`config.mk`:
```
export PLATFORM = sky130hd
export DESIGN_NAME = contact_pair_distance_accumulator_flat
export DESIGN_NICKNAME = d
export VERILOG_FILES = /design/src/design/cpda_pkg.sv /design/src/design/cpda_if.sv /design/src/design/cpda_div.sv /design/src/design/cpda_mul.sv /design/src/design/contact_pair_distance_accumulator.sv /design/src/flat_wrapper.sv
export SDC_FILE = /design/constraint.sdc
export NUM_CORES = 2
export LEC_CHECK = 0
export BUFFER_PORTS_ARGS = -buffer_cell sky130_fd_sc_hd__buf_2
export CAP_MARGIN = 25
export CORE_ASPECT_RATIO = 0.6
export CORE_MARGIN = 2
export CORE_UTILIZATION = 65
export CTS_BUF_LIST = sky130_fd_sc_hd__clkbuf_4 sky130_fd_sc_hd__clkbuf_8 sky130_fd_sc_hd__clkbuf_16
export CTS_CLUSTER_DIAMETER = 100
export DETAILED_ROUTE_END_ITERATION = 10
export PLACE_DENSITY = 0.93
export SYNTH_ARGS = -nofsm -noshare
export SYNTH_HDL_FRONTEND = slang
export SYNTH_SLANG_ARGS = --single-unit
```
`constraint.sdc`:
```
create_clock -name clk -period 12.7 [get_ports clk]
set_clock_uncertainty 0.2 [all_clocks]
set_input_delay 1.27 -clock clk [delete_from_list [all_inputs] [get_ports clk]]
set_output_delay 1.27 -clock clk [all_outputs]
set_load 0.01 [all_outputs]
```
`src/design/cpda_pkg.sv`:
```
// shared constants, register codes and types of the contact pair distance accumulator
`default_nettype none
package cpda_pkg;
	localparam int MAX_RESIDUES = 4096;
	localparam int FRAC_BITS    = 16;
	localparam int Q_BITS       = 30;
	localparam int RND_SH       = Q_BITS - FRAC_BITS;

	localparam int POS_W   = 12;
	localparam int DIST_W  = 16;
	localparam int SEP_W   = 12;
	localparam int MAXD_W  = 17;
	localparam int MODE_W  = 3;
	localparam int POW_W   = 3;
	localparam int CFG_W   = 17;
	localparam int IDX_W   = 3;
	localparam int OUT_W   = 24;
	localparam int CNT_W   = 24;
	localparam int SUM_W   = 64;
	localparam int WE_W    = DIST_W + 3;
	localparam int MUL_W   = 32;

	// register indexes
	localparam logic [IDX_W-1:0] REG_MIN_SEP     = 3'd0;
	localparam logic [IDX_W-1:0] REG_MAX_DIST    = 3'd1;
	localparam logic [IDX_W-1:0] REG_SCORE_MODE  = 3'd2;
	localparam logic [IDX_W-1:0] REG_SCORE_POWER = 3'd3;
	localparam logic [IDX_W-1:0] REG_WEIGHTS_OFF = 3'd4;

	// similarity modes
	localparam logic [MODE_W-1:0] MODE_RATIO_W1 = 3'd0;
	localparam logic [MODE_W-1:0] MODE_RATIO    = 3'd1;
	localparam logic [MODE_W-1:0] MODE_NDIFF_A  = 3'd2;
	localparam logic [MODE_W-1:0] MODE_NDIFF_B  = 3'd3;
	localparam logic [MODE_W-1:0] MODE_NMAX     = 3'd4;
	localparam logic [MODE_W-1:0] MODE_NSUM     = 3'd5;
	localparam logic [MODE_W-1:0] MODE_ABS      = 3'd6;

	localparam logic [SEP_W-1:0]  RST_MIN_SEP  = 12'd3;
	localparam logic [MAXD_W-1:0] RST_MAX_DIST = 17'h1FFFF;
	localparam logic [MODE_W-1:0] RST_MODE     = MODE_NMAX;
	localparam logic [POW_W-1:0]  RST_POWER    = 3'd2;

	localparam logic [SUM_W-1:0] ONE_Q     = 64'd1 << Q_BITS;
	localparam logic [SUM_W-1:0] HALF_Q    = 64'd1 << (Q_BITS - 1);
	localparam logic [SUM_W-1:0] TWO_Q     = 64'd2 << Q_BITS;
	localparam logic [SUM_W-1:0] SMAX      = {1'b0, {(SUM_W-1){1'b1}}};
	localparam logic [SUM_W-1:0] SMIN      = {1'b1, {(SUM_W-1){1'b0}}};
	localparam logic [OUT_W-1:0] DIST_NONE = OUT_W'(-(100 <<< FRAC_BITS));

	typedef struct packed {
		logic             start;
		logic [SUM_W-1:0] num;
		logic [SUM_W-1:0] den;
	} div_req_t;

	typedef struct packed {
		logic             done;
		logic [SUM_W-1:0] quot;
	} div_rsp_t;
endpackage
`default_nettype wire

```
`src/design/cpda_if.sv`:
```
// channel interfaces for column pair items and distance results
`default_nettype none
interface cpda_item_if;
	logic        valid;
	logic        ready;
	logic [11:0] first_pos_a;
	logic [11:0] first_pos_b;
	logic [11:0] second_pos_a;
	logic [11:0] second_pos_b;
	logic [15:0] first_dist;
	logic [15:0] second_dist;
	logic        last_pair;
	modport source(output valid, first_pos_a, first_pos_b, second_pos_a, second_pos_b,
		first_dist, second_dist, last_pair, input ready);
	modport sink(input valid, first_pos_a, first_pos_b, second_pos_a, second_pos_b,
		first_dist, second_dist, last_pair, output ready);
endinterface

interface cpda_result_if;
	logic               valid;
	logic               ready;
	logic signed [23:0] pair_distance;
	logic               no_usable_pairs;
	logic        [23:0] pairs_used;
	modport source(output valid, pair_distance, no_usable_pairs, pairs_used, input ready);
	modport sink(input valid, pair_distance, no_usable_pairs, pairs_used, output ready);
endinterface
`default_nettype wire

```
`src/design/cpda_div.sv`:
```
// radix-2 restoring divider, one quotient bit per cycle, result rounded half up
`default_nettype none
module cpda_div (
	input  wire logic               clk,
	input  wire logic               arst_n,
	input  wire cpda_pkg::div_req_t req,
	output cpda_pkg::div_rsp_t      rsp
);
	import cpda_pkg::*;

	localparam int STEP_W = $clog2(SUM_W);

	logic [SUM_W-1:0]  num_q;
	logic [SUM_W-1:0]  rem_q;
	logic [SUM_W-1:0]  den_q;
	logic [STEP_W-1:0] step_q;
	logic              busy_q;
	logic              fin_q;
	logic              done_q;
	logic [SUM_W-1:0]  quot_q;
	logic [SUM_W:0]    trial;
	logic              fits;
	logic              rnd_up;

	assign trial  = {rem_q, num_q[SUM_W-1]};
	assign fits   = trial >= {1'b0, den_q};
	assign rnd_up = {rem_q, 1'b0} >= {1'b0, den_q};

	always_ff @(posedge clk or negedge arst_n) begin
		if (!arst_n) begin
			busy_q <= 1'b0;
			fin_q  <= 1'b0;
			done_q <= 1'b0;
			step_q <= '0;
		end else begin
			done_q <= 1'b0;
			if (req.start) begin
				busy_q <= 1'b1;
				step_q <= '0;
			end else if (busy_q) begin
				step_q <= step_q + 1'b1;
				if (step_q == STEP_W'(SUM_W - 1)) begin
					busy_q <= 1'b0;
					fin_q  <= 1'b1;
				end
			end else if (fin_q) begin
				fin_q  <= 1'b0;
				done_q <= 1'b1;
			end
		end
	end

	always_ff @(posedge clk) begin
		if (req.start) begin
			num_q <= req.num;
			den_q <= req.den;
			rem_q <= '0;
		end else if (busy_q) begin
			num_q <= {num_q[SUM_W-2:0], fits};
			rem_q <= fits ? SUM_W'(trial - {1'b0, den_q}) : trial[SUM_W-1:0];
		end
		if (fin_q) quot_q <= num_q + SUM_W'(rnd_up);
	end

	assign rsp.done = done_q;
	assign rsp.quot = quot_q;
endmodule
`default_nettype wire

```
`src/design/cpda_mul.sv`:
```
// registered 32 x 32 multiplier shared by the power and weighting steps
`default_nettype none
module cpda_mul (
	input  wire logic                       clk,
	input  wire logic                       en,
	input  wire logic [cpda_pkg::MUL_W-1:0] a,
	input  wire logic [cpda_pkg::MUL_W-1:0] b,
	output logic [2*cpda_pkg::MUL_W-1:0]    prod
);
	import cpda_pkg::*;

	logic [2*MUL_W-1:0] prod_q;

	always_ff @(posedge clk) begin
		if (en) prod_q <= a * b;
	end

	assign prod = prod_q;
endmodule
`default_nettype wire

```
`src/design/contact_pair_distance_accumulator.sv`:
```
// top level: filters column pairs, accumulates similarity terms, reports pair distance
// a filtered item goes straight to the check, a contributing item runs the divider and one
//   to four shared multiplies, an absolute-difference item skips the divider, and a last
//   item with nonzero weight and non-negative score adds the final division before output
// throughput: one item at a time, input ready only while the sequencer idles
// reset: async active low, config registers return to defaults, sums and count clear
`default_nettype none
module contact_pair_distance_accumulator (
	input  wire logic                       clk,
	input  wire logic                       arst_n,
	input  wire logic                       cfg_we,
	input  wire logic [cpda_pkg::IDX_W-1:0] cfg_index,
	input  wire logic [cpda_pkg::CFG_W-1:0] cfg_data,
	cpda_item_if.sink                       items,
	cpda_result_if.source                   results
);
	import cpda_pkg::*;

	// sequencer states
	localparam logic [3:0] S_IDLE  = 4'd0;
	localparam logic [3:0] S_DIV   = 4'd1;
	localparam logic [3:0] S_POW   = 4'd2;
	localparam logic [3:0] S_POWW  = 4'd3;
	localparam logic [3:0] S_TERM  = 4'd4;
	localparam logic [3:0] S_TERMW = 4'd5;
	localparam logic [3:0] S_ACC   = 4'd6;
	localparam logic [3:0] S_CHK   = 4'd7;
	localparam logic [3:0] S_FDIV  = 4'd8;
	localparam logic [3:0] S_FIN   = 4'd9;
	localparam logic [3:0] S_OUT   = 4'd10;

	// configuration registers
	logic [SEP_W-1:0]  min_sep_q;
	logic [MAXD_W-1:0] max_dist_q;
	logic [MODE_W-1:0] mode_q;
	logic [POW_W-1:0]  power_q;
	logic              wts_off_q;

	always_ff @(posedge clk or negedge arst_n) begin
		if (!arst_n) begin
			min_sep_q  <= RST_MIN_SEP;
			max_dist_q <= RST_MAX_DIST;
			mode_q     <= RST_MODE;
			power_q    <= RST_POWER;
			wts_off_q  <= 1'b1;
		end else if (cfg_we) begin
			case (cfg_index)
				REG_MIN_SEP:     min_sep_q  <= cfg_data[SEP_W-1:0];
				REG_MAX_DIST:    max_dist_q <= cfg_data[MAXD_W-1:0];
				REG_SCORE_MODE:  mode_q     <= cfg_data[MODE_W-1:0];
				REG_SCORE_POWER: power_q    <= cfg_data[POW_W-1:0];
				REG_WEIGHTS_OFF: wts_off_q  <= cfg_data[0];
				default: ;
			endcase
		end
	end

	// filter and operand prep on the incoming transaction
	logic [3:0]        state_q;
	logic              last_q;
	logic              accept;
	logic [POS_W-1:0]  sep1;
	logic [POS_W-1:0]  sep2;
	logic              gap;
	logic              pass;
	logic [DIST_W-1:0] d1;
	logic [DIST_W-1:0] d2;
	logic [DIST_W-1:0] hi;
	logic [DIST_W-1:0] lo;
	logic [DIST_W-1:0] diff;
	logic [DIST_W:0]   dsum;
	logic [WE_W-1:0]   we2;
	logic [POW_W-1:0]  p_eff;
	logic              use_div;

	function automatic logic bad_pos(input logic [POS_W-1:0] p);
		return (p == '0) || (32'(p) >= MAX_RESIDUES);
	endfunction

	assign d1     = items.first_dist;
	assign d2     = items.second_dist;
	assign hi     = (d1 > d2) ? d1 : d2;
	assign lo     = (d1 > d2) ? d2 : d1;
	assign diff   = hi - lo;
	assign dsum   = {1'b0, d1} + {1'b0, d2};
	assign sep1   = (items.first_pos_a > items.first_pos_b) ?
		items.first_pos_a - items.first_pos_b : items.first_pos_b - items.first_pos_a;
	assign sep2   = (items.second_pos_a > items.second_pos_b) ?
		items.second_pos_a - items.second_pos_b : items.second_pos_b - items.second_pos_a;
	assign gap    = bad_pos(items.first_pos_a) || bad_pos(items.first_pos_b) ||
		bad_pos(items.second_pos_a) || bad_pos(items.second_pos_b);
	assign pass   = !gap && (sep1 >= min_sep_q) && (sep2 >= min_sep_q) &&
		(d1 != '0) && (d2 != '0) && ({1'b0, d1} <= max_dist_q) && ({1'b0, d2} <= max_dist_q);
	assign accept = items.valid && items.ready;
	assign items.ready = (state_q == S_IDLE);
	assign use_div = (mode_q <= MODE_NSUM);

	// doubled term weight
	always_comb begin
		case (mode_q)
			MODE_RATIO_W1:              we2 = WE_W'({d1, 1'b0});
			MODE_RATIO, MODE_NDIFF_A,
			MODE_NDIFF_B:               we2 = WE_W'(dsum);
			MODE_NMAX:                  we2 = WE_W'({hi, 1'b0});
			MODE_NSUM:                  we2 = WE_W'({dsum, 1'b0});
			MODE_ABS:                   we2 = WE_W'(2);
			default:                    we2 = '0;
		endcase
		if (wts_off_q) we2 = WE_W'(2);
	end

	assign p_eff = (power_q == '0) ? POW_W'(1) : ((power_q > POW_W'(4)) ? POW_W'(4) : power_q);

	// shared divider, per-item ratio and the final score/weight quotient
	div_req_t div_req;
	div_rsp_t div_rsp;
	logic [SUM_W-1:0] sum_num;
	logic [SUM_W-1:0] sum_den;

	always_comb begin
		sum_num = '0;
		sum_den = 64'(hi);
		case (mode_q)
			MODE_RATIO_W1, MODE_RATIO: begin
				sum_num = 64'(lo) << Q_BITS;
				sum_den = 64'(hi);
			end
			MODE_NDIFF_A, MODE_NDIFF_B: begin
				sum_num = 64'({diff, 1'b0}) << Q_BITS;
				sum_den = 64'(dsum);
			end
			MODE_NMAX: begin
				sum_num = 64'(diff) << Q_BITS;
				sum_den = 64'(hi);
			end
			MODE_NSUM: begin
				sum_num = 64'(diff) << Q_BITS;
				sum_den = 64'(dsum);
			end
			default: ;
		endcase
	end

	logic signed [SUM_W-1:0] score_q;
	logic        [SUM_W-1:0] weight_q;
	logic        [CNT_W-1:0] used_q;

	always_comb begin
		div_req = '0;
		if (accept && pass && use_div) begin
			div_req.start = 1'b1;
			div_req.num   = sum_num;
			div_req.den   = sum_den;
		end else if (state_q == S_CHK && last_q && weight_q != '0 && !score_q[SUM_W-1]) begin
			div_req.start = 1'b1;
			div_req.num   = score_q;
			div_req.den   = weight_q;
		end
	end

	cpda_div u_div (
		.clk    (clk),
		.arst_n (arst_n),
		.req    (div_req),
		.rsp    (div_rsp)
	);

	// per-item working registers
	logic [DIST_W-1:0] diff_q;
	logic [WE_W-1:0]   we2_q;
	logic [POW_W-1:0]  p_q;
	logic [POW_W-1:0]  k_q;
	logic [Q_BITS:0]   mag_q;
	logic              neg_q;
	logic [MUL_W-1:0]  acc_q;
	logic              sat_q;
	logic [SUM_W-1:0]  term_q;
	logic [MUL_W-1:0]  fq_q;

	// magnitude and sign of the similarity term from the rounded quotient
	logic [SUM_W-1:0] dq;
	logic [Q_BITS:0]  mag_new;
	logic             neg_new;

	assign dq = div_rsp.quot;

	always_comb begin
		neg_new = 1'b0;
		case (mode_q)
			MODE_RATIO_W1, MODE_RATIO: mag_new = dq[Q_BITS:0];
			MODE_NDIFF_A, MODE_NDIFF_B: begin
				if (dq > ONE_Q) begin
					neg_new = 1'b1;
					mag_new = (Q_BITS+1)'(dq - ONE_Q);
				end else begin
					mag_new = (Q_BITS+1)'(ONE_Q - dq);
				end
			end
			default: mag_new = (Q_BITS+1)'(ONE_Q - dq);
		endcase
	end

	// shared multiplier: power steps, then the weight product
	logic               mul_en;
	logic [MUL_W-1:0]   mul_a;
	logic [MUL_W-1:0]   mul_b;
	logic [2*MUL_W-1:0] prod;
	logic               is_abs;

	assign is_abs = (mode_q == MODE_ABS);
	assign mul_en = (state_q == S_POW && k_q < p_q) || (state_q == S_TERM);
	assign mul_a  = acc_q;
	assign mul_b  = (state_q == S_TERM) ? MUL_W'(we2_q) :
		(is_abs ? MUL_W'(diff_q) : MUL_W'(mag_q));

	cpda_mul u_mul (
		.clk  (clk),
		.en   (mul_en),
		.a    (mul_a),
		.b    (mul_b),
		.prod (prod)
	);

	logic [2*MUL_W-1:0] prod_rnd;
	assign prod_rnd = (prod + HALF_Q) >> Q_BITS;

	// saturating accumulation
	logic [SUM_W-1:0] score_add;
	logic             score_ovf;
	logic [SUM_W:0]   weight_add;

	assign score_add  = score_q + term_q;
	assign score_ovf  = (score_q[SUM_W-1] == term_q[SUM_W-1]) &&
		(score_add[SUM_W-1] != score_q[SUM_W-1]);
	assign weight_add = {1'b0, weight_q} + (SUM_W+1)'(we2_q);

	// final distance 100*(1-q), rounded half away from zero to the output scale
	logic signed [Q_BITS+3:0]  one_minus;
	logic signed [Q_BITS+10:0] v100;
	logic        [Q_BITS+10:0] vmag;
	logic        [Q_BITS+10:0] vrnd;
	logic        [OUT_W-1:0]   dist_fin;

	assign one_minus = $signed((Q_BITS+4)'(ONE_Q)) - $signed({2'b00, fq_q});
	assign v100 = ((Q_BITS+11)'(one_minus) <<< 6) + ((Q_BITS+11)'(one_minus) <<< 5) +
		((Q_BITS+11)'(one_minus) <<< 2);
	assign vmag = v100[Q_BITS+10] ? (Q_BITS+11)'(-v100) : v100;
	assign vrnd = (vmag + ((Q_BITS+11)'(1) << (RND_SH - 1))) >> RND_SH;
	assign dist_fin = v100[Q_BITS+10] ? OUT_W'(-vrnd) : OUT_W'(vrnd);

	// result staging and output register
	logic [OUT_W-1:0] res_dist_q;
	logic             res_none_q;
	logic             ovalid_q;
	logic [OUT_W-1:0] odist_q;
	logic             onone_q;
	logic [CNT_W-1:0] oused_q;
	logic             out_free;
	logic             load_out;

	assign out_free = !ovalid_q || results.ready;
	assign load_out = (state_q == S_OUT) && out_free;

	always_ff @(posedge clk or negedge arst_n) begin
		if (!arst_n) begin
			state_q  <= S_IDLE;
			score_q  <= '0;
			weight_q <= '0;
			used_q   <= '0;
			ovalid_q <= 1'b0;
		end else begin
			if (load_out) ovalid_q <= 1'b1;
			else if (results.ready) ovalid_q <= 1'b0;

			case (state_q)
				S_IDLE: begin
					if (accept) begin
						if (!pass) state_q <= S_CHK;
						else if (use_div) state_q <= S_DIV;
						else if (is_abs) state_q <= S_POW;
						else state_q <= S_ACC;
					end
				end
				S_DIV:   if (div_rsp.done) state_q <= S_POW;
				S_POW: begin
					if (k_q < p_q) state_q <= S_POWW;
					else if (is_abs) state_q <= S_ACC;
					else state_q <= S_TERM;
				end
				S_POWW:  state_q <= S_POW;
				S_TERM:  state_q <= S_TERMW;
				S_TERMW: state_q <= S_ACC;
				S_ACC: begin
					score_q  <= score_ovf ? (score_q[SUM_W-1] ? SMIN : SMAX) : score_add;
					weight_q <= weight_add[SUM_W] ? '1 : weight_add[SUM_W-1:0];
					if (used_q != '1) used_q <= used_q + 1'b1;
					state_q  <= S_CHK;
				end
				S_CHK: begin
					if (!last_q) state_q <= S_IDLE;
					else if (weight_q == '0) state_q <= S_OUT;
					else if (score_q[SUM_W-1]) state_q <= S_FIN;
					else state_q <= S_FDIV;
				end
				S_FDIV:  if (div_rsp.done) state_q <= S_FIN;
				S_FIN:   state_q <= S_OUT;
				S_OUT: begin
					if (out_free) begin
						score_q  <= '0;
						weight_q <= '0;
						used_q   <= '0;
						state_q  <= S_IDLE;
					end
				end
				default: state_q <= S_IDLE;
			endcase
		end
	end

	// datapath registers
	always_ff @(posedge clk) begin
		case (state_q)
			S_IDLE: begin
				if (accept) begin
					last_q <= items.last_pair;
					diff_q <= diff;
					we2_q  <= we2;
					p_q    <= p_eff;
					k_q    <= POW_W'(1);
					acc_q  <= MUL_W'(diff);
					sat_q  <= 1'b0;
					neg_q  <= 1'b0;
					term_q <= '0;
				end
			end
			S_DIV: begin
				if (div_rsp.done) begin
					mag_q <= mag_new;
					neg_q <= neg_new;
					acc_q <= MUL_W'(mag_new);
				end
			end
			S_POW: begin
				// abs mode: diff^p, saturating once past 32 bits
				if (k_q >= p_q && is_abs)
					term_q <= sat_q ? SMAX : {1'b0, acc_q, {(SUM_W-MUL_W-1){1'b0}}};
			end
			S_POWW: begin
				k_q <= k_q + 1'b1;
				if (is_abs) begin
					if (prod[2*MUL_W-1:MUL_W] != '0) begin
						sat_q <= 1'b1;
						acc_q <= '1;
					end else begin
						acc_q <= prod[MUL_W-1:0];
					end
				end else begin
					acc_q <= prod_rnd[MUL_W-1:0];
				end
			end
			S_TERMW: term_q <= (neg_q && p_q[0]) ? SUM_W'(-prod) : prod;
			S_CHK: begin
				res_none_q <= (weight_q == '0);
				res_dist_q <= DIST_NONE;
				fq_q       <= '0;
			end
			S_FDIV: begin
				if (div_rsp.done) fq_q <= (div_rsp.quot > TWO_Q) ? MUL_W'(TWO_Q) : MUL_W'(div_rsp.quot);
			end
			S_FIN: res_dist_q <= dist_fin;
			default: ;
		endcase

		if (load_out) begin
			odist_q <= res_dist_q;
			onone_q <= res_none_q;
			oused_q <= used_q;
		end
	end

	assign results.valid           = ovalid_q;
	assign results.pair_distance   = $signed(odist_q);
	assign results.no_usable_pairs = onone_q;
	assign results.pairs_used      = oused_q;
endmodule
`default_nettype wire
```
`src/flat_wrapper.sv`:
```
// flat-port wrapper written by rule: the top's interface ports become plain ports
module contact_pair_distance_accumulator_flat import cpda_pkg::*;
  (clk, arst_n, cfg_we, cfg_index, cfg_data, items_valid, items_first_pos_a, items_first_pos_b, items_second_pos_a, items_second_pos_b, items_first_dist, items_second_dist, items_last_pair, items_ready, results_valid, results_pair_distance, results_no_usable_pairs, results_pairs_used, results_ready);
  cpda_item_if items_i ();
  cpda_result_if results_i ();
  input  wire logic clk;
  input  wire logic arst_n;
  input  wire logic cfg_we;
  input  wire logic [cpda_pkg::IDX_W-1:0] cfg_index;
  input  wire logic [cpda_pkg::CFG_W-1:0] cfg_data;
  input wire logic [$bits(items_i.valid)-1:0] items_valid;
  input wire logic [$bits(items_i.first_pos_a)-1:0] items_first_pos_a;
  input wire logic [$bits(items_i.first_pos_b)-1:0] items_first_pos_b;
  input wire logic [$bits(items_i.second_pos_a)-1:0] items_second_pos_a;
  input wire logic [$bits(items_i.second_pos_b)-1:0] items_second_pos_b;
  input wire logic [$bits(items_i.first_dist)-1:0] items_first_dist;
  input wire logic [$bits(items_i.second_dist)-1:0] items_second_dist;
  input wire logic [$bits(items_i.last_pair)-1:0] items_last_pair;
  output wire logic [$bits(items_i.ready)-1:0] items_ready;
  output wire logic [$bits(results_i.valid)-1:0] results_valid;
  output wire logic [$bits(results_i.pair_distance)-1:0] results_pair_distance;
  output wire logic [$bits(results_i.no_usable_pairs)-1:0] results_no_usable_pairs;
  output wire logic [$bits(results_i.pairs_used)-1:0] results_pairs_used;
  input wire logic [$bits(results_i.ready)-1:0] results_ready;
  assign items_i.valid = items_valid;
  assign items_i.first_pos_a = items_first_pos_a;
  assign items_i.first_pos_b = items_first_pos_b;
  assign items_i.second_pos_a = items_second_pos_a;
  assign items_i.second_pos_b = items_second_pos_b;
  assign items_i.first_dist = items_first_dist;
  assign items_i.second_dist = items_second_dist;
  assign items_i.last_pair = items_last_pair;
  assign items_ready = items_i.ready;
  assign results_valid = results_i.valid;
  assign results_pair_distance = results_i.pair_distance;
  assign results_no_usable_pairs = results_i.no_usable_pairs;
  assign results_pairs_used = results_i.pairs_used;
  assign results_i.ready = results_ready;
  contact_pair_distance_accumulator u_core (.clk(clk), .arst_n(arst_n), .cfg_we(cfg_we), .cfg_index(cfg_index), .cfg_data(cfg_data), .items(items_i), .results(results_i));
endmodule
```
# --- Yosys cells after proc, flatten, opt, wreduce, memory -nomap -nowiden ---
# Cells that the tools add are included.
word_totals:
  register_bits: 799
  latch_bits: 0
  mem_bits_rw: 0
  mem_bits_ro: 0
  input_bits: 106
  output_inout_bits: 51
  wordCells: 256
  n_memories: 0
op_classes:
  addsub: 23
  multipliers: 1
  n_div: 0
  order_cmp: 15
  eq_ne: 33
  n_shift: 0
  mux: 77
  n_bitwise: 1
  n_reduce_logical: 70
op_table:
  columns: ["cell", "n"]
  rows:
  - ["$mux 64", 10]
  - ["$mux 129", 2]
  - ["$pmux 64 s2", 2]
  - ["$mux 32", 7]
  - ["$pmux 64 s3", 1]
  - ["$pmux 47 s3", 1]
  - ["$ge 65x64->1", 2]
  - ["$pmux 24 s2", 2]
  - ["$pmux 32 s3", 1]
  - ["$pmux 18 s5", 1]
  - ["$mux 24", 3]
  - ["$add 64x19->65", 1]
  - ["$add 64x1->64", 1]
  - ["$add 64x64->64", 1]
  - ["$gt 64x31->1 const B", 1]
  - ["$gt 64x32->1 const B", 1]
  - ["$logic_not 64->1", 1]
  - ["$mul 32x32->64", 1]
  - ["$neg 64->64", 1]
  - ["$pmux 32 s2", 1]
  - ["$reduce_bool 64->1", 1]
  - ["$sub 64x64->64", 1]
  - ["$mux 63", 1]
  - ["$add 62x30->62 const B", 1]
  - ["65 further kinds", 175]

# --- Longest topological paths before layout ---
logic_depth:
  ltp_word: 16
  depth_mapped: 40
  mapped_depth_nobuf: 36

# --- Hierarchy ---
# Synthesis repeated with hierarchy kept, for this count alone.
unflattened:
  hier_cells: 9948
  area_unflattened_um2: 90072.6
modules_own_cells:
  columns: ["mod", "n_inst", "cells_per_inst", "area_per_inst_um2", "seq_area_each_um2"]
  rows:
  - ["contact_pair_distance_accumulator", 1, 4621, 39470.4, 13145.1]
  - ["cpda_mul", 1, 3799, 35181.2, 1921.8]
  - ["cpda_div", 1, 1528, 15421.0, 7272.0]

# --- Worst setup path after synthesis ---
# Ideal clock, no wire load.
synth_timing:
  path_type: "register to register"
  from: "register u_core.mode_q[1]"
  to: "register u_core.u_mul.prod_q[56], in the netlist u_core.u_mul.prod[56] (data pin)"
  setup_time_ns: 0.265
  arrival_time_ns: 9.379
  t_required_ns: 12.235
  setup_slack_ns: 2.856
  path_stages_with_launch: 36
  n_path_buf: 4
  synth_period_minus_slack_ns: 9.844
  path_cell_list: "dfrtp_1 clkbuf_1 and2_1 nand2b_1 clkbuf_1 buf_1 mux2i_1 o21ai_0 clkbuf_1 and2_1 fa_1 fa_1 fa_1 inv_1 fa_1 inv_1 fa_1 fa_1 fa_1 inv_1 fa_1 inv_1 ha_1 a21o_1 a21o_1 a21o_1 a221o_1 a21o_1 o41a_1 a31oi_1 o2111a_1 o21bai_1 a21oi_1 o21a_1 o21ai_0 xor2_1"
synth_between:
  elab_chain_cells: 4
synth_lines:
  columns: ["element", "line_no", "source"]
  rows:
  - ["start: declaration", "contact_pair_distance_accumulator.sv:35", "logic [MODE_W-1:0] mode_q;"]
  - ["start signal: assignment", "contact_pair_distance_accumulator.sv:50", "REG_SCORE_MODE: mode_q <= cfg_data[MODE_W-1:0];"]
  - ["$eq 3x3->1", "contact_pair_distance_accumulator.sv:210", "assign is_abs = (mode_q == MODE_ABS);"]
  - ["$mux 31", "contact_pair_distance_accumulator.sv:214", "(is_abs ? MUL_W'(diff_q) : MUL_W'(mag_q));"]
  - ["$mux 32", "contact_pair_distance_accumulator.sv:213", "assign mul_b = (state_q == S_TERM) ? MUL_W'(we2_q) :"]
  - ["$mul 32x32->64", "cpda_mul.sv:15", "if (en) prod_q <= a * b;"]
  - ["end signal: assignment", "cpda_mul.sv:15", null]
  - ["end: declaration", "cpda_mul.sv:12", "logic [2*MUL_W-1:0] prod_q;"]
# Every way passes these cells.
# A chain may end at the register's enable or synchronous reset.

# --- Final worst setup path ---
layout_timing:
  from: "register u_core.mode_q[2]"
  to: "register u_core.u_mul.prod_q[63], in the netlist u_core.u_mul.prod[63] (data pin)"
# Same word-level chain as after synthesis.

==> impl_metrics.env <==
export IMPL_synth_top_cells_by_area="sky130_fd_sc_hd__fa_1 20%, sky130_fd_sc_hd__edfxtp_1 18%, sky130_fd_sc_hd__ha_1 9.1%, sky130_fd_sc_hd__inv_1 5.4%, sky130_fd_sc_hd__dfrtp_1 5.1%"
export IMPL_post_cts_hold_buffer_count=0
export IMPL_cell_count_after_synthesis=9790
export IMPL_postPlaceCellArea_mm2=0.0905
export IMPL_1st_iter_drt_viols=11500
export IMPL_max_stage_delay_ns=0.79
export IMPL_via_count=76200
export IMPL_grtUsageTotal_pct=41.0
export IMPL_final_max_slew_viol_count=0
export IMPL_tritoncts_clock_tree="yes"
export IMPL_post_synth_top_area_cell="sky130_fd_sc_hd__fa_1"
export IMPL_areaGrowthSynthToFinish_pct=6.10
export IMPL_critPathRequiredTime_ns=13.01
export IMPL_initial_core_util_pct=65.6
export IMPL_clock_fmax_ghz=0.0839
export IMPL_floorplan_die_area_mm2=0.139
export IMPL_placement_io_buffers=156
export IMPL_syn_area_per_cell_um2=9.00
export IMPL_finalNetCount=11300
export IMPL_layout_filler_cells=9766
export IMPL_grt_pass1_wl_um=436000
export IMPL_drt_pass_1_iters=9
export IMPL_cts_max_level=3
export IMPL_critPathKind="flop to flop"
export IMPL_global_route_peak_usage_layer="met2"
export IMPL_critPathCaptureType="flop"
export IMPL_grt_pass1_vias=74700
export IMPL_start_kind="flop"
export IMPL_synth_seq_cells=798
export IMPL_worst_endpoint_arrival_ns=12.22
export IMPL_maximum_number_of_pins_on_one_net_before_global_route_repair=185
export IMPL_stdcell_area_mm2=0.0935
export IMPL_worst_setup_hold_path_clk_slew_ns=0.06
export IMPL_postRouteWirelength_um=288000
export IMPL_route_detailed_vias_per_inst=6.58
export IMPL_worst_hold_path_type="flop to flop"
export IMPL_min_period_ns=11.91
export IMPL_synth_enable_flop_cells=532
export IMPL_final_setup_tns_ns=0
export IMPL_synth_lib_cells_used_distinct=107
export IMPL_synthFlopType="sky130_fd_sc_hd__edfxtp_1"
export IMPL_layout_common_cells="1273 x sky130_fd_sc_hd__inv_1, 1105 x sky130_fd_sc_hd__nand2_1, 885 x sky130_fd_sc_hd__fa_1, 641 x sky130_fd_sc_hd__ha_1, 572 x sky130_fd_sc_hd__nor2_1"
export IMPL_post_route_util_pct=69.6
export IMPL_die_height_um=289
export IMPL_maxCapViolations=0
export IMPL_postCtsResizedCells=0
export IMPL_crit_slowest_cell="sky130_fd_sc_hd__dfstp_2"
export IMPL_design_core_area_mm2=0.134
export IMPL_asyncSetResetFlopFracSynth_pct=25.3
export IMPL_syn_num_nets=11400
export IMPL_floorplan_io_pins=157
export IMPL_synthesis_yosys_warnings=0
export IMPL_dp_hpwl_um=218000
export IMPL_grt_overflow_total=0
export IMPL_synth_top_cell_area_share_pct=20.1
export IMPL_hold_viol=0
export IMPL_width_of_the_die_um=479
export IMPL_gpl_final_weighted_congestion=1.07
export IMPL_final_layout_size_suffix_gt1_share_pct=6.15
export IMPL_post_cts_repair_setup_buffers=0
export IMPL_wl_per_cell_um=24.9
export IMPL_grtUsageMet1_pct=55.3
export IMPL_global_route_usage_met2_pct=58.5
export IMPL_cts_sinks=798
export IMPL_detail_route_drc_violations=0
export IMPL_setup_violations_final=0
export IMPL_hold_worst_slack_ns=0.225
export IMPL_final_common_cell="sky130_fd_sc_hd__inv_1"
export IMPL_grt_setup_unrepaired="no"
export IMPL_cpMostUsedCell="sky130_fd_sc_hd__fa_1"
export IMPL_core_rowCount=104
export IMPL_max_slew_margin_pct=20.0
export IMPL_status="finished clean"
export IMPL_clock_path_buffers=3
export IMPL_layout_worst_path_cycle_share_pct=93.8
export IMPL_sequential_cell_area_mm2=0.0223
export IMPL_antenna_violations_before_repair=39
export IMPL_met3_usage_pct=16.0
export IMPL_clockRootBuffer="sky130_fd_sc_hd__clkbuf_16"
export IMPL_clk_insertion_delay_late_ns=0.78
export IMPL_worst_slew_pin_transition_ns=1.20
export IMPL_synth_yosys_seq_area_share_pct=25.4
export IMPL_detail_route_antenna_nets=0
export IMPL_multi_input_area_mm2=0.0592
export IMPL_cts_made_buffers=79
export IMPL_cp_max_fo=24
export IMPL_synth_area_mm2=0.0881
-- logic make-up after synthesis --
kind of cell	share of synthesized area, %
fa+ha+maj	29.2
buf+inv	7.64
compound gates	13.3
simple gates	17.6
xor+xnor	5.68
flops	25.4
mux	1.15
-- worst paths after layout --
| path | from | to | slack (ns) | cells after the start |
|---|---|---|---|---|
| worst max-delay path | u_core.mode_q[2] | u_core.u_mul.prod[63] | 0.79 | 36 |
| worst min-delay path | u_core.res_dist_q[10] | u_core.results.pair_distance[10] | 0.22 | 0 |
| worst max register to register | u_core.mode_q[2] | u_core.u_mul.prod[63] | 0.79 | 36 |
| worst min register to register | u_core.res_dist_q[10] | u_core.results.pair_distance[10] | 0.22 | 0 |
| max in group asynchronous | arst_n | u_core.weight_q[59] | 10.53 | 2 |
| min in group asynchronous | arst_n | u_core.used_q[14] | 0.30 | 1 |
-- synthesized netlist by cell type (73+ instances only) --
library cell               number
sky130_fd_sc_hd__nand4_1       98
sky130_fd_sc_hd__a21o_1       223
sky130_fd_sc_hd__inv_1       1275
sky130_fd_sc_hd__and2_1       436
sky130_fd_sc_hd__xnor2_1      360
sky130_fd_sc_hd__nand2b_1      82
sky130_fd_sc_hd__ha_1         641
sky130_fd_sc_hd__nand3_1      150
sky130_fd_sc_hd__nand2_1     1106
sky130_fd_sc_hd__a21oi_1      472
sky130_fd_sc_hd__dfrtp_1      180
sky130_fd_sc_hd__nor4_1        80
sky130_fd_sc_hd__o21ai_0      454
sky130_fd_sc_hd__nor2_1       577
sky130_fd_sc_hd__fa_1         885
sky130_fd_sc_hd__xor2_1       203
sky130_fd_sc_hd__nor3_1       135
sky130_fd_sc_hd__o21bai_1      73
sky130_fd_sc_hd__a211oi_1      94
sky130_fd_sc_hd__clkbuf_1     483
sky130_fd_sc_hd__and3_1       264
sky130_fd_sc_hd__edfxtp_1     532
-- critical path, delay by kind of cell, from the launching register on --
family,cells,cell delay (ns)
xor gates and xnor gates,1,0.13
muxes,1,0.16
adders and majority gates,9,4.22
buffers and inverters,7,1.08
AOI/OAI and AO/OA,13,3.93
DFF,1,0.79
and+or+nand+nor,5,1.10
-- flip-flops by register name, summed over array words and instances, names as in the netlist, 4 cells and up --
signal	count
u_core.score_q	64
u_core.max_dist_q	17
u_core.res_dist_q	24
u_core.acc_q	32
u_core.u_div.rem_q	64
u_core.used_q	24
u_core.u_div.quot_q	64
u_core.u_div.den_q	64
u_core.results.pair_distance	24
u_core.results.pairs_used	24
u_core.diff_q	16
u_core.u_mul.prod	64
u_core.u_div.num_q	64
u_core.we2_q	18
u_core.u_div.step_q	6
u_core.state_q	4
u_core.min_sep_q	12
u_core.term_q	64
u_core.weight_q	64
u_core.fq_q	32
u_core.mag_q	31
-- per-stage QoR --
stage | std cells | worst slack (ns)
after global routing | 11600 | 0.543
final | 11600 | 0.786
after floorplan | 9790 | 2.86
after global placement | 11400 | 1.79
after CTS | 11500 | 1.22
after detailed placement | 11400 | 1.37
-- layer usage --
metal  vias to the layer above  share of wire (%)  wire [um]
li1                      32600                  -          -
met2                      5778                 41     119000
met1                     36700                 37     107000
met3                      1138                 16      46200
met4                        20                5.2      15000
met5                         -              0.047        135
-- final cells by class --
type,count,area share (%)
Timing Repair Buffer,301,2.06
Clock inverter,48,0.667
Clock buffer,100,2.34
Multi-Input combinational cell,7204,63.4
Inverter,1278,5.14
Sequential cell,798,23.9
Antenna cell,43,0.115
Tap cell,1802,2.41
Power is not shown: default switching activity piles up to over one toggle a cycle in this logic, so the estimate is an artifact.
